### src/hdl/bmhq_pkg.sv
// bmhq_pkg: shared types and constants of the binary min-heap queue
// no dependencies; used by bmhq_ctrl, bmhq_datapath and the top level
`timescale 1ns / 1ps

package bmhq_pkg;

    // fixed port widths
    localparam int OP_W       = 2;
    localparam int KEY_PORT_W = 32;
    localparam int TAG_W      = 9;
    localparam int COUNT_W    = 8;

    // operation codes
    typedef enum logic [OP_W-1:0] {
        OP_INSERT = 2'd0,
        OP_REMOVE = 2'd1,
        OP_CLEAR  = 2'd2,
        OP_NOP    = 2'd3
    } t_op;

    // read address selection of the two heap read ports
    typedef enum logic [1:0] {
        RD_ROOT_LAST = 2'd0,
        RD_PARENT    = 2'd1,
        RD_CHILDREN  = 2'd2
    } t_rd_mode;

    // source of the entry written at the current slot
    typedef enum logic [1:0] {
        WR_MOVING = 2'd0,
        WR_PARENT = 2'd1,
        WR_CHILD  = 2'd2
    } t_wr_src;

    // controller to datapath
    typedef struct packed {
        logic     load;       // capture item, clear result fields
        logic     set_empty;  // flag remove from empty heap
        logic     set_ovf;    // flag insert into full heap
        logic     ins_start;  // grow heap, start at new last slot
        logic     fill_clr;   // drop all entries
        logic     rm_take;    // take root, last entry becomes moving entry
        logic     pos_up;     // step to parent slot
        logic     pos_child;  // step to chosen child slot
        logic     wr_en;      // write entry at current slot
        t_wr_src  wr_src;
        t_rd_mode rd_mode;
        logic     out_load;   // move result into output register
    } t_ctrl_cmd;

    // datapath to controller
    typedef struct packed {
        logic fill_zero;
        logic fill_full;
        logic pos_root;
        logic up_go;          // moving key <= parent key
        logic dn_has_child;   // current slot has at least one child
        logic dn_stop;        // moving key < chosen child key
    } t_dp_status;

endpackage

### src/hdl/bmhq_ctrl.sv
// bmhq_ctrl: sequencing state machine of the heap queue
// depends on bmhq_pkg for command, status and operation types
`timescale 1ns / 1ps

module bmhq_ctrl (
    input  logic                         i_clk,
    input  logic                         i_rst_n,
    input  logic                         i_in_valid,
    output logic                         o_in_stall,
    input  logic [bmhq_pkg::OP_W-1:0]    i_operation,
    output logic                         o_out_valid,
    input  logic                         i_out_stall,
    input  bmhq_pkg::t_dp_status         i_sts,
    output bmhq_pkg::t_ctrl_cmd          o_cmd
);
    import bmhq_pkg::*;

    typedef enum logic [6:0] {
        ST_IDLE    = 7'b0000001,
        ST_UP_RD   = 7'b0000010,
        ST_UP_CMP  = 7'b0000100,
        ST_RM_TAKE = 7'b0001000,
        ST_DN_RD   = 7'b0010000,
        ST_DN_CMP  = 7'b0100000,
        ST_DONE    = 7'b1000000
    } t_state;

    t_state r_state, n_state;
    logic   r_out_valid, n_out_valid;
    logic   w_out_free;

    // output register can take a result when empty or being drained
    assign w_out_free  = !r_out_valid || !i_out_stall;
    assign o_in_stall  = (r_state != ST_IDLE);
    assign o_out_valid = r_out_valid;

    // next state and commands
    always_comb begin
        n_state         = r_state;
        o_cmd.load      = 1'b0;
        o_cmd.set_empty = 1'b0;
        o_cmd.set_ovf   = 1'b0;
        o_cmd.ins_start = 1'b0;
        o_cmd.fill_clr  = 1'b0;
        o_cmd.rm_take   = 1'b0;
        o_cmd.pos_up    = 1'b0;
        o_cmd.pos_child = 1'b0;
        o_cmd.wr_en     = 1'b0;
        o_cmd.wr_src    = WR_MOVING;
        o_cmd.rd_mode   = RD_ROOT_LAST;
        o_cmd.out_load  = 1'b0;
        case (r_state)
            ST_IDLE: begin
                if (i_in_valid) begin
                    o_cmd.load = 1'b1;
                    case (t_op'(i_operation))
                        OP_INSERT: begin
                            if (i_sts.fill_full) begin
                                o_cmd.set_ovf = 1'b1;
                                n_state       = ST_DONE;
                            end else begin
                                o_cmd.ins_start = 1'b1;
                                n_state         = ST_UP_RD;
                            end
                        end
                        OP_REMOVE: begin
                            if (i_sts.fill_zero) begin
                                o_cmd.set_empty = 1'b1;
                                n_state         = ST_DONE;
                            end else begin
                                n_state = ST_RM_TAKE;
                            end
                        end
                        OP_CLEAR: begin
                            o_cmd.fill_clr = 1'b1;
                            n_state        = ST_DONE;
                        end
                        default: begin
                            n_state = ST_DONE;
                        end
                    endcase
                end
            end
            // sift up: fetch parent, or settle at the root
            ST_UP_RD: begin
                o_cmd.rd_mode = RD_PARENT;
                if (i_sts.pos_root) begin
                    o_cmd.wr_en = 1'b1;
                    n_state     = ST_DONE;
                end else begin
                    n_state = ST_UP_CMP;
                end
            end
            ST_UP_CMP: begin
                o_cmd.wr_en = 1'b1;
                if (i_sts.up_go) begin
                    o_cmd.wr_src = WR_PARENT;
                    o_cmd.pos_up = 1'b1;
                    n_state      = ST_UP_RD;
                end else begin
                    n_state = ST_DONE;
                end
            end
            // remove: root and last entry were read at the transfer
            ST_RM_TAKE: begin
                o_cmd.rm_take = 1'b1;
                n_state       = ST_DN_RD;
            end
            // sift down: fetch both children, or settle at a leaf
            ST_DN_RD: begin
                o_cmd.rd_mode = RD_CHILDREN;
                if (i_sts.dn_has_child) begin
                    n_state = ST_DN_CMP;
                end else begin
                    o_cmd.wr_en = 1'b1;
                    n_state     = ST_DONE;
                end
            end
            ST_DN_CMP: begin
                o_cmd.wr_en = 1'b1;
                if (i_sts.dn_stop) begin
                    n_state = ST_DONE;
                end else begin
                    o_cmd.wr_src    = WR_CHILD;
                    o_cmd.pos_child = 1'b1;
                    n_state         = ST_DN_RD;
                end
            end
            ST_DONE: begin
                if (w_out_free) begin
                    o_cmd.out_load = 1'b1;
                    n_state        = ST_IDLE;
                end
            end
            default: begin
                n_state = ST_IDLE;
            end
        endcase
    end

    // output valid flag
    always_comb begin
        n_out_valid = r_out_valid;
        if (o_cmd.out_load) begin
            n_out_valid = 1'b1;
        end else if (r_out_valid && !i_out_stall) begin
            n_out_valid = 1'b0;
        end
    end

    always_ff @(posedge i_clk) begin
        if (!i_rst_n) begin
            r_state     <= ST_IDLE;
            r_out_valid <= 1'b0;
        end else begin
            r_state     <= n_state;
            r_out_valid <= n_out_valid;
        end
    end

endmodule

### config.mk
export PLATFORM = sky130hd
export DESIGN_NAME = bmhq_ctrl
export DESIGN_NICKNAME = d
export VERILOG_FILES = /design/src/hdl/bmhq_pkg.sv /design/src/hdl/bmhq_ctrl.sv
export SDC_FILE = /design/constraint.sdc
export NUM_CORES = 1
export LEC_CHECK = 0
export BUFFER_PORTS_ARGS = -buffer_cell sky130_fd_sc_hd__buf_2
export CAP_MARGIN = 30
export CORE_MARGIN = 5
export CORE_UTILIZATION = 25
export DETAILED_ROUTE_END_ITERATION = 8
export MAX_ROUTING_LAYER = met4
export PLACE_DENSITY = 0.59
export RECOVER_POWER = 100
export SLEW_MARGIN = 20
export SYNTH_ARGS = -nofsm -noshare
export SYNTH_HDL_FRONTEND = slang
export SYNTH_SLANG_ARGS = --single-unit
export TNS_END_PERCENT = 20
### constraint.sdc
create_clock -name i_clk -period 1.88 [get_ports i_clk]
set_clock_uncertainty 0.1 [all_clocks]
set_input_delay 0.188 -clock i_clk [delete_from_list [all_inputs] [get_ports i_clk]]
set_output_delay 0.188 -clock i_clk [all_outputs]
set_load 0.02 [all_outputs]
==> run_results.csv, run 1 <==
group,metric,value,unit
status,outcome,"complete, but fails checks",
status,violations,"negative setup slack",
cells_and_area,ff_latch_area,166,um2
cells_and_area,num-fill-cells,243,
synthesis,synth_common_cells,"nor2_1 (11), dfxtp_1 (8), nand2_1 (5), a21oi_1 (3), inv_1 (3)",
placement,port_buffers,27,
cells_and_area,antenna_cells,0,
power,pwr-share-comb,0.402,
die,dieArea,3420,um2
global_routing,track_usage,0.115,
cells_and_area,multiInputGateArea,439,um2
clock_tree,cts_buffers,3,
power,p_sw,200,uW
timing,setup_violations,6,
power,p_leak,0.000424,uW
global_routing,antenna_found_initial,0,
synthesis,synth_top_area_frac,0.273,
timing,slew_headroom,0.776,
drt,drc_errors,0,
placement,post-place-ws,0.102,ns
critical_path,crit_fanout,4,
clock_tree,root_buffer,"clkbuf_4",
clock_tree,clk_pin_slew,0.06,ns
timing,fin_crit,2.02,ns
synthesis,ys_warn_count,0,
critical_path,slowest_stage,"dfxtp_4",
global_routing,grt-ovfl-total,0,
timing,max_freq,494,MHz
timing,worst_slew_pin_slew,0.336,ns
synthesis,yosysUniqueCellTypes,36,
die,ios,28,
drt,route.detailed.wl_per_inst,13.9,um
timing,fin_ws,-0.144,ns
clock_tree,cts.htree.levels,1,
synthesis,synth_top_area_cell,"dfxtp_1",
power,internal_power,354,uW
die,core,2230,um2
drt,wl,1850,um
synthesis,avgSynthCellArea,8.38,um2
global_routing,grt_max_degree,9,
power,p_total,554,uW
clock_tree,clock_latency,0.25,ns
synthesis,synthesis.area,587,um2
critical_path,cp.required,1.59,ns
critical_path,end_kind,"primary output",
global_routing,grt_first_pass_wirelength,2910,um
synthesis,ys_ff_latch,8,
clock_tree,cts.sink_count,8,
global_routing,grt_pass1_vias,674,
placement,gp_congestion,0.791,
cells_and_area,drive_gt1_frac,0.581,
die,initial_core_util,0.263,
synthesis,ys.flop_type,"dfxtp_1",
synthesis,synth_nets,82,
min_path,hold_path_class,"input port to flip-flop",
drt,ant_nets,0,
synthesis,async_reset_ff_frac,0,
power,p_seq_frac,0.362,
synthesis,seq_area_frac_synth,0.273,
critical_path,cp.arrival,1.74,ns
drt,drtIter0Drc,8,
synthesis,synth_edf_count,0,
die,die_w,58.5,um
synthesis,synthCells,70,
critical_path,crit_chain,"nor4_4, buf_4, and4bb_4, and2_4, nor2_4, nand2_2, buf_6",
run,drv_cap,0,
power,p_sw_frac,0.361,
placement,dp_hpwl,1320,um
drt,vias,656,
power,p_per_area,607,nW/um2
die,die_h,58.5,um
synthesis,synthTopCellsByArea,"dfxtp_1 (27%), nor2_1 (7.0%), nor4_4 (3.6%)",
die,rows,17,
drt,drt-pass1-iter-count,4,
clock_tree,cts_tree,"yes",
clock_tree,clockBufferDepth,2,
power,ir_worst_vdd,0.378,mV
critical_path,max_stage_delay,0.35,ns
cells_and_area,area_growth_syn_to_layout,55.4,%
timing,finalCritPeriodShare,1.08,
timing,slew_violations,0,
synthesis,yosysMostFrequentCell,"nor2_1",
critical_path,crit_type,"flip-flop to primary output",
cells_and_area,fin_nets,119,
timing,rsz0062_at_grt,"yes",
drt,via_per_inst,4.93,
timing,finalHoldViolCount,0,
critical_path,critPathLaunchType,"flip-flop",
power,clock_power_share,0.236,
[cell usage in the layout (no fill, tap or decap), types with 2 or more instances in the layout]
master	n
a21oi_1	3
and3_1	2
buf_2	17
buf_4	14
buf_6	3
clkbuf_4	3
dfxtp_1	5
dfxtp_2	2
inv_1	3
nand2_1	3
nand2_2	2
nand3_1	2
nand4b_1	2
nor2_1	8
nor2_2	2
nor3_2	2
o21ai_0	2
xor2_1	2
[area by class of cell]
class | count | area share
Multi-Input combinational cell | 55 | 0.481
Timing Repair Buffer | 36 | 0.261
Sequential cell | 8 | 0.182
Tap cell | 28 | 0.0384
Clock buffer | 3 | 0.0247
Inverter | 3 | 0.0123
[worst max-delay path, delay by kind of cell, from the launching register on]
family        cells  cell delay [ns]
flops             1             0.35
buf+inv           2             0.28
simple gates      5             0.84
[metrics by stage]
step                       util  setup TNS, ns  hold slack, ns  area [um2]  std cells
final                     0.408         -0.503          0.0284         912        133
after global routing      0.408          -1.04          0.0224         912        133
after CTS                 0.368         -0.363          0.0249         822        128
after detailed placement  0.331              0           0.277         738        122
after global placement    0.331              0           0.272         738        122
after floorplan               -       -0.00470           0.157         592         70
[power by group through the flow]
| stage | clock network, uW | logic (uW) | registers, uW |
|---|---|---|---|
| floorplan | 0 | 125 | 198 |
| global placement | 0 | 176 | 199 |
| detailed placement | 0 | 178 | 200 |
| CTS | 138 | 196 | 199 |
| global route | 147 | 238 | 202 |
| finish | 131 | 223 | 201 |
[sequential cells by signal, summed over array words and instances (netlist names)]
signal,count
o_out_valid,1
r_state,7
[final timing paths]
| check | startpoint | endpoint | slack (ns) | cells past startpoint |
|---|---|---|---|---|
| worst max-delay path | r_state[6] | o_cmd[5] | -0.14 | 7 |
| worst max register to register | r_state[5] | r_state[6] | 0.09 | 7 |
| worst min-delay path | i_sts[5] | r_state[3] | 0.03 | 2 |
| worst min register to register | o_out_valid | o_out_valid | 0.39 | 2 |
[per-layer routing]
layer | vias to the layer above | routed length [um] | global-route usage
li1 | 326 | - | -
met1 | 308 | 760 | 0.121
met2 | 20 | 1010 | 0.204
met3 | 2 | 66 | 0.0263
met4 | 0 | 8 | 0.0497
met5 | - | 0 | -
[what timing repair did]
action | 4_1_cts | 5_1_grt
hold buffers | 1 | 0
gates resized for setup | 10 | 18
setup endpoints to repair | 9 | 11
pin swaps | 6 | 5
buffers inserted | 2 | 5
endpoints found under the hold margin | 1 | 0
[cell families (layout without fill, tap and decap cells)]
family / count (synthesis) / after routing / synth area share
DFF: 8 / 8 / 0.273
AOI/OAI and AO/OA: 12 / 12 / 0.156
xor gates and xnor gates: 2 / 2 / 0.0299
buffers and inverters: 7 / 42 / 0.0725
and+or+nand+nor: 41 / 41 / 0.469
Note: power is estimated with default switching activity, not from simulation.
==> run 2: changes to the inputs <==
--- a/config.mk
+++ b/config.mk
@@ -11,9 +11,8 @@
 export CORE_UTILIZATION = 25
 export DETAILED_ROUTE_END_ITERATION = 8
 export MAX_ROUTING_LAYER = met4
-export PLACE_DENSITY = 0.59
+export PLACE_DENSITY = 0.61
 export RECOVER_POWER = 100
-export SLEW_MARGIN = 20
 export SYNTH_ARGS = -nofsm -noshare
 export SYNTH_HDL_FRONTEND = slang
 export SYNTH_SLANG_ARGS = --single-unit
==> constraint.sdc (replaced) <==
create_clock -name i_clk -period 1.7 [get_ports i_clk]
set_clock_uncertainty 0.1 [all_clocks]
set_input_delay 0.17 -clock i_clk [delete_from_list [all_inputs] [get_ports i_clk]]
set_output_delay 0.17 -clock i_clk [all_outputs]
set_load 0.02 [all_outputs]
==> run 2 against run 1 <==
- the run still ends with negative setup slack left
- sequential power rose by 6%
- sequential share of layout area increased by 0.31 points
- worst setup slack got worse by 0.097 ns
- clock power increased by 13%
- cell count fell by 0.75%
==> run_results.csv, run 2 (synthesis gave the netlist of run 1 again) <==
group,metric,value,unit
timing,finalHoldViolCount,0,
status,outcome,"complete, but fails checks",
global_routing,grt_pass1_vias,685,
cells_and_area,final_area,883,um2
placement,dp_hpwl,1370,um
min_path,hold_path_class,"input port to flip-flop",
power,internal_power,393,uW
global_routing,grt_first_pass_wirelength,2860,um
placement,gp_congestion,0.778,
placement,dpl_cell_area,768,um2
cells_and_area,antenna_cells,0,
die,rows,17,
die,dieArea,3420,um2
cells_and_area,drive_gt1_frac,0.519,
timing,max_freq,515,MHz
clock_tree,cts.sink_count,8,
power,p_sw_frac,0.361,
clock_tree,cts.htree.levels,1,
timing,setup_violations,13,
cells_and_area,utilization,0.396,
cells_and_area,largest-register,"r_state",
clock_tree,clock_latency,0.26,ns
die,die_w,58.5,um
power,p_per_area,696,nW/um2
global_routing,grt-ovfl-total,0,
global_routing,grt_max_degree,8,
global_routing,use_met1,0.118,
timing,worst_slew_pin_slew,0.438,ns
clock_tree,cts_buffers,3,
drt,drc_errors,0,
global_routing,busiest_layer,"met2",
global_routing,track_usage,0.114,
drt,drt-pass1-iter-count,4,
drt,drtIter0Drc,7,
timing,slew_headroom,0.704,
critical_path,cp.arrival,1.67,ns
cells_and_area,final_cell_mix,"buf_2 (15), buf_4 (13), nor2_1 (10)",
critical_path,crit_type,"flip-flop to primary output",
drt,wl,1780,um
run,drv_cap,0,
die,core,2230,um2
global_routing,grtUsageMet2,0.187,
cells_and_area,largest_reg_flops,7,
global_routing,grt_use_met3,0.0285,
placement,place_inst,126,
clock_tree,clockBufferDepth,2,
power,clock_power_share,0.240,
clock_tree,clk_pin_slew,0.06,ns
power,p_sw,222,uW
timing,fin_ws,-0.240,ns
critical_path,end_kind,"primary output",
drt,route.detailed.wl_per_inst,13.5,um
drt,ant_nets,0,
timing,slew_violations,0,
cells_and_area,area_growth_syn_to_layout,50.5,%
die,ios,28,
die,die_h,58.5,um
power,pwr-share-comb,0.412,
status,violations,"negative setup slack",
placement,post-place-ws,-0.0893,ns
critical_path,critPathLaunchType,"flip-flop",
clock_tree,cts_tree,"yes",
power,ir_worst_vdd,0.451,mV
drt,via_per_inst,5.09,
critical_path,cp.required,1.43,ns
global_routing,antenna_found_initial,0,
placement,port_buffers,27,
cells_and_area,fin_cells,132,
cells_and_area,final_common_cell,"buf_2",
timing,whs,0.0146,ns
critical_path,crit_fanout,4,
timing,fin_crit,1.94,ns
timing,finalCritPeriodShare,1.14,
timing,rsz0062_at_grt,"yes",
die,initial_core_util,0.263,
clock_tree,root_buffer,"clkbuf_4",
cells_and_area,fin_nets,118,
power,p_leak,0.000410,uW
drt,vias,672,
power,p_seq_frac,0.348,
==> run 2: layer usage <==
metal	vias up	part of all wire
met1	310	0.40
li1	327	-
met4	0	0.043
met5	-	0
met2	27	0.50
met3	8	0.049
==> run 2: final cells by class <==
class	count	area, um2
Tap cell	28	35.0
Clock buffer	3	22.5
Inverter	3	11.3
Fill cell	229	1350
Multi-Input combinational cell	55	415
Sequential cell	8	164
Timing Repair Buffer	35	235
==> run 2: critical path, stage by stage (launching register included) <==
cell and delay, ns:
dfxtp_2 0.34, nor4_4 0.34, nand4_1 0.21, nor2_1 0.20, and3_1 0.20, buf_6 0.12
==> run 2: worst paths after layout <==
kind,start,end,slack (ns),cells after the start
hold reg to reg,o_out_valid,o_out_valid,0.39,2
setup reg to reg,r_state[2],r_state[6],-0.01,6
setup / recovery,r_state[6],o_cmd[12],-0.24,5
hold / removal,i_sts[5],r_state[3],0.01,2
==> run 2: timing repair <==
item	CTS	global route
buffers inserted	2	0
endpoints found under the hold margin	1	0
hold buffers	1	0
endpoints found under the setup margin	14	16
pin swaps	4	4
resized for setup	15	11
==> run 2: power groups by stage <==
stage	Sequential [uW]	Clock, uW	Combinational (uW)
2_1_floorplan	219	0	138
3_3_place_gp	214	0	209
3_5_place_dp	215	0	214
4_1_cts	213	154	238
5_1_grt	216	162	276
6_report	214	148	253
==> run 2: stage by stage <==
step	power [uW]	TNS, ns
detailed placement	429	-0.144
floorplan	357	-0.314
global route	653	-2.87
global placement	423	0
CTS	605	-1.08
finish	615	-1.44
==> run 3: changes to the inputs <==
--- a/config.mk
+++ b/config.mk
@@ -13,7 +13,8 @@
 export MAX_ROUTING_LAYER = met4
 export PLACE_DENSITY = 0.61
 export RECOVER_POWER = 100
+export REMOVE_ABC_BUFFERS = 1
 export SYNTH_ARGS = -nofsm -noshare
 export SYNTH_HDL_FRONTEND = slang
 export SYNTH_SLANG_ARGS = --single-unit
-export TNS_END_PERCENT = 20
+export TNS_END_PERCENT = 50
==> run 3 against run 2 <==
- the run still ends with negative setup slack left
- count of clock-buffer cells in the layout stayed put
- cell count is 5.3% higher
- highest routed layer unchanged
- die area stayed put
- critical path type unchanged
- sequential cell count stayed put
- largest cell class unchanged
==> run_results.csv, run 3 (synthesis gave the netlist of run 1 again) <==
group,metric,value,unit
power,p_leak,0.000450,uW
clock_tree,clk_pin_slew,0.05,ns
timing,max_freq,531,MHz
timing,rsz0062_at_grt,"yes",
critical_path,end_kind,"primary output",
drt,route.detailed.wl_per_inst,13.4,um
die,ios,28,
cells_and_area,largest-register,"r_state",
drt,wl_met3,149,um
cells_and_area,num-fill-cells,235,
timing,slew_violations,0,
die,dieArea,3420,um2
drt,m1WireLength,788,um
critical_path,cp.required,1.43,ns
critical_path,critPathLaunchType,"flip-flop",
clock_tree,cts_tree,"yes",
power,clock_power_share,0.234,
timing,finalHoldViolCount,0,
power,pwr-share-comb,0.437,
drt,via_per_inst,4.90,
cells_and_area,final_common_cell,"buf_4",
drt,wl_met2,891,um
cells_and_area,ff_latch_area,169,um2
status,outcome,"complete, but fails checks",
power,p_sw_frac,0.358,
cells_and_area,drive_gt1_frac,0.586,
timing,finalCritPeriodShare,1.11,
global_routing,grt_pass1_vias,659,
status,violations,"negative setup slack",
die,core,2230,um2
min_path,holdPathStages,2,
placement,port_buffers,27,
critical_path,worstReg2RegStart,"r_state[3]",
power,p_sw,229,uW
drt,vias,681,
critical_path,cp.arrival,1.61,ns
cells_and_area,fin_nets,125,
placement,dpl_cell_area,756,um2
global_routing,grt_max_degree,8,
timing,tns,-1.12,ns
power,p_total,640,uW
critical_path,crit_type,"flip-flop to primary output",
drt,ant_nets,0,
die,die_w,58.5,um
power,internal_power,411,uW
global_routing,antenna_found_initial,0,
timing,slew_headroom,0.805,
clock_tree,clockBufferDepth,2,
timing,whs,0.0547,ns
drt,drc_errors,0,
timing,setup_violations,8,
min_path,hold_path_class,"input port to flip-flop",
cells_and_area,final_cell_mix,"buf_4 (18), buf_2 (16), nor2_1 (10)",
cells_and_area,multiInputGateArea,423,um2
global_routing,grt_first_pass_wirelength,2870,um
drt,drtIter0Drc,25,
drt,routed.top_layer,"met4",
clock_tree,cts.sink_count,8,
placement,gp_congestion,0.842,
power,p_seq_frac,0.329,
placement,post-place-ws,0.0159,ns
run,drv_cap,0,
critical_path,r2r-end,"r_state[6]",
global_routing,track_usage,0.116,
drt,wl,1860,um
critical_path,r2r_setup_slack,0.05,ns
min_path,min_from,"i_sts[1]",
min_path,holdPathEnd,"r_state[5]",
critical_path,rr_worst_depth,6,
timing,worst_slew_pin_slew,0.292,ns
critical_path,crit_fanout,3,
die,rows,17,
die,initial_core_util,0.263,
placement,dp_hpwl,1330,um
clock_tree,cts_buffers,3,
timing,fin_crit,1.88,ns
power,ir_worst_vdd,0.270,mV
global_routing,grt-ovfl-total,0,
clock_tree,cts.htree.levels,1,
power,p_per_area,670,nW/um2
clock_tree,root_buffer,"clkbuf_4",
cells_and_area,largest_reg_flops,7,
timing,fin_ws,-0.185,ns
cells_and_area,antenna_cells,0,
drt,drt-pass1-iter-count,4,
cells_and_area,final_area,956,um2
die,die_h,58.5,um
clock_tree,clock_latency,0.26,ns
cells_and_area,area_growth_syn_to_layout,62.9,%
[run 3: cell count changes in the layout (fill, tap and decap cells not counted), moves of 2 or more]
cell / change
buf_4: +5
dfxtp_2: -2
dfxtp_4: +2
nor4b_1: -2
nor4b_2: +2
[run 3: area by class of cell]
type,instances,share of cell area
repair buffers,42,0.309
multi-input cells,55,0.442
clock buffers,3,0.0236
flip-flops and latches,8,0.177
well taps,28,0.0366
inverters,3,0.0118
[run 3: critical path: stages (launching register included)]
cell	delay (ns)
dfxtp_2	0.33
nor4_4	0.32
nand4_1	0.22
buf_4	0.20
nor3b_2	0.14
buf_4	0.16
[run 3: worst max path at each step]
| stage | end | cells after the start | slack [ns] | from |
|---|---|---|---|---|
| floorplan | r_state[1] | 5 | -0.47 | r_state[0] |
| global placement | o_cmd[5] | 6 | 0.09 | r_state[6] |
| detailed placement | o_cmd[12] | 5 | 0.02 | r_state[6] |
| CTS | o_cmd[12] | 5 | -0.23 | r_state[5] |
| global route | o_cmd[9] | 5 | -0.31 | r_state[5] |
| finish | o_cmd[9] | 5 | -0.18 | r_state[5] |
[run 3: repair_timing]
action | 4_1_cts | 5_1_grt
setup endpoints to repair | 13 | 16
setup buffers | 5 | 4
hold endpoints to repair | 1 | 1
pin swaps | 7 | 4
resized for setup | 22 | 10
hold buffers | 1 | 1
[run 3: power by group through the flow]
stage | sequential [uW] | combinational (uW) | clock [uW]
after floorplan | 219 | 135 | 0
after global placement | 214 | 213 | 0
after detailed placement | 215 | 217 | 0
after CTS | 212 | 247 | 158
after global routing | 212 | 302 | 168
final | 211 | 280 | 150
[run 3: routing by layer]
metal / global-route usage / vias up
li1: - / 335
met1: 0.124 / 312
met2: 0.187 / 30
met3: 0.0351 / 4
met4: 0.0695 / 0
met5: - / -
[run 3: through the flow]
stage          utilization  cells
2_1_floorplan            -     66
3_3_place_gp         0.338    125
3_5_place_dp         0.338    125
4_1_cts              0.404    134
5_1_grt              0.428    139
6_report             0.428    139
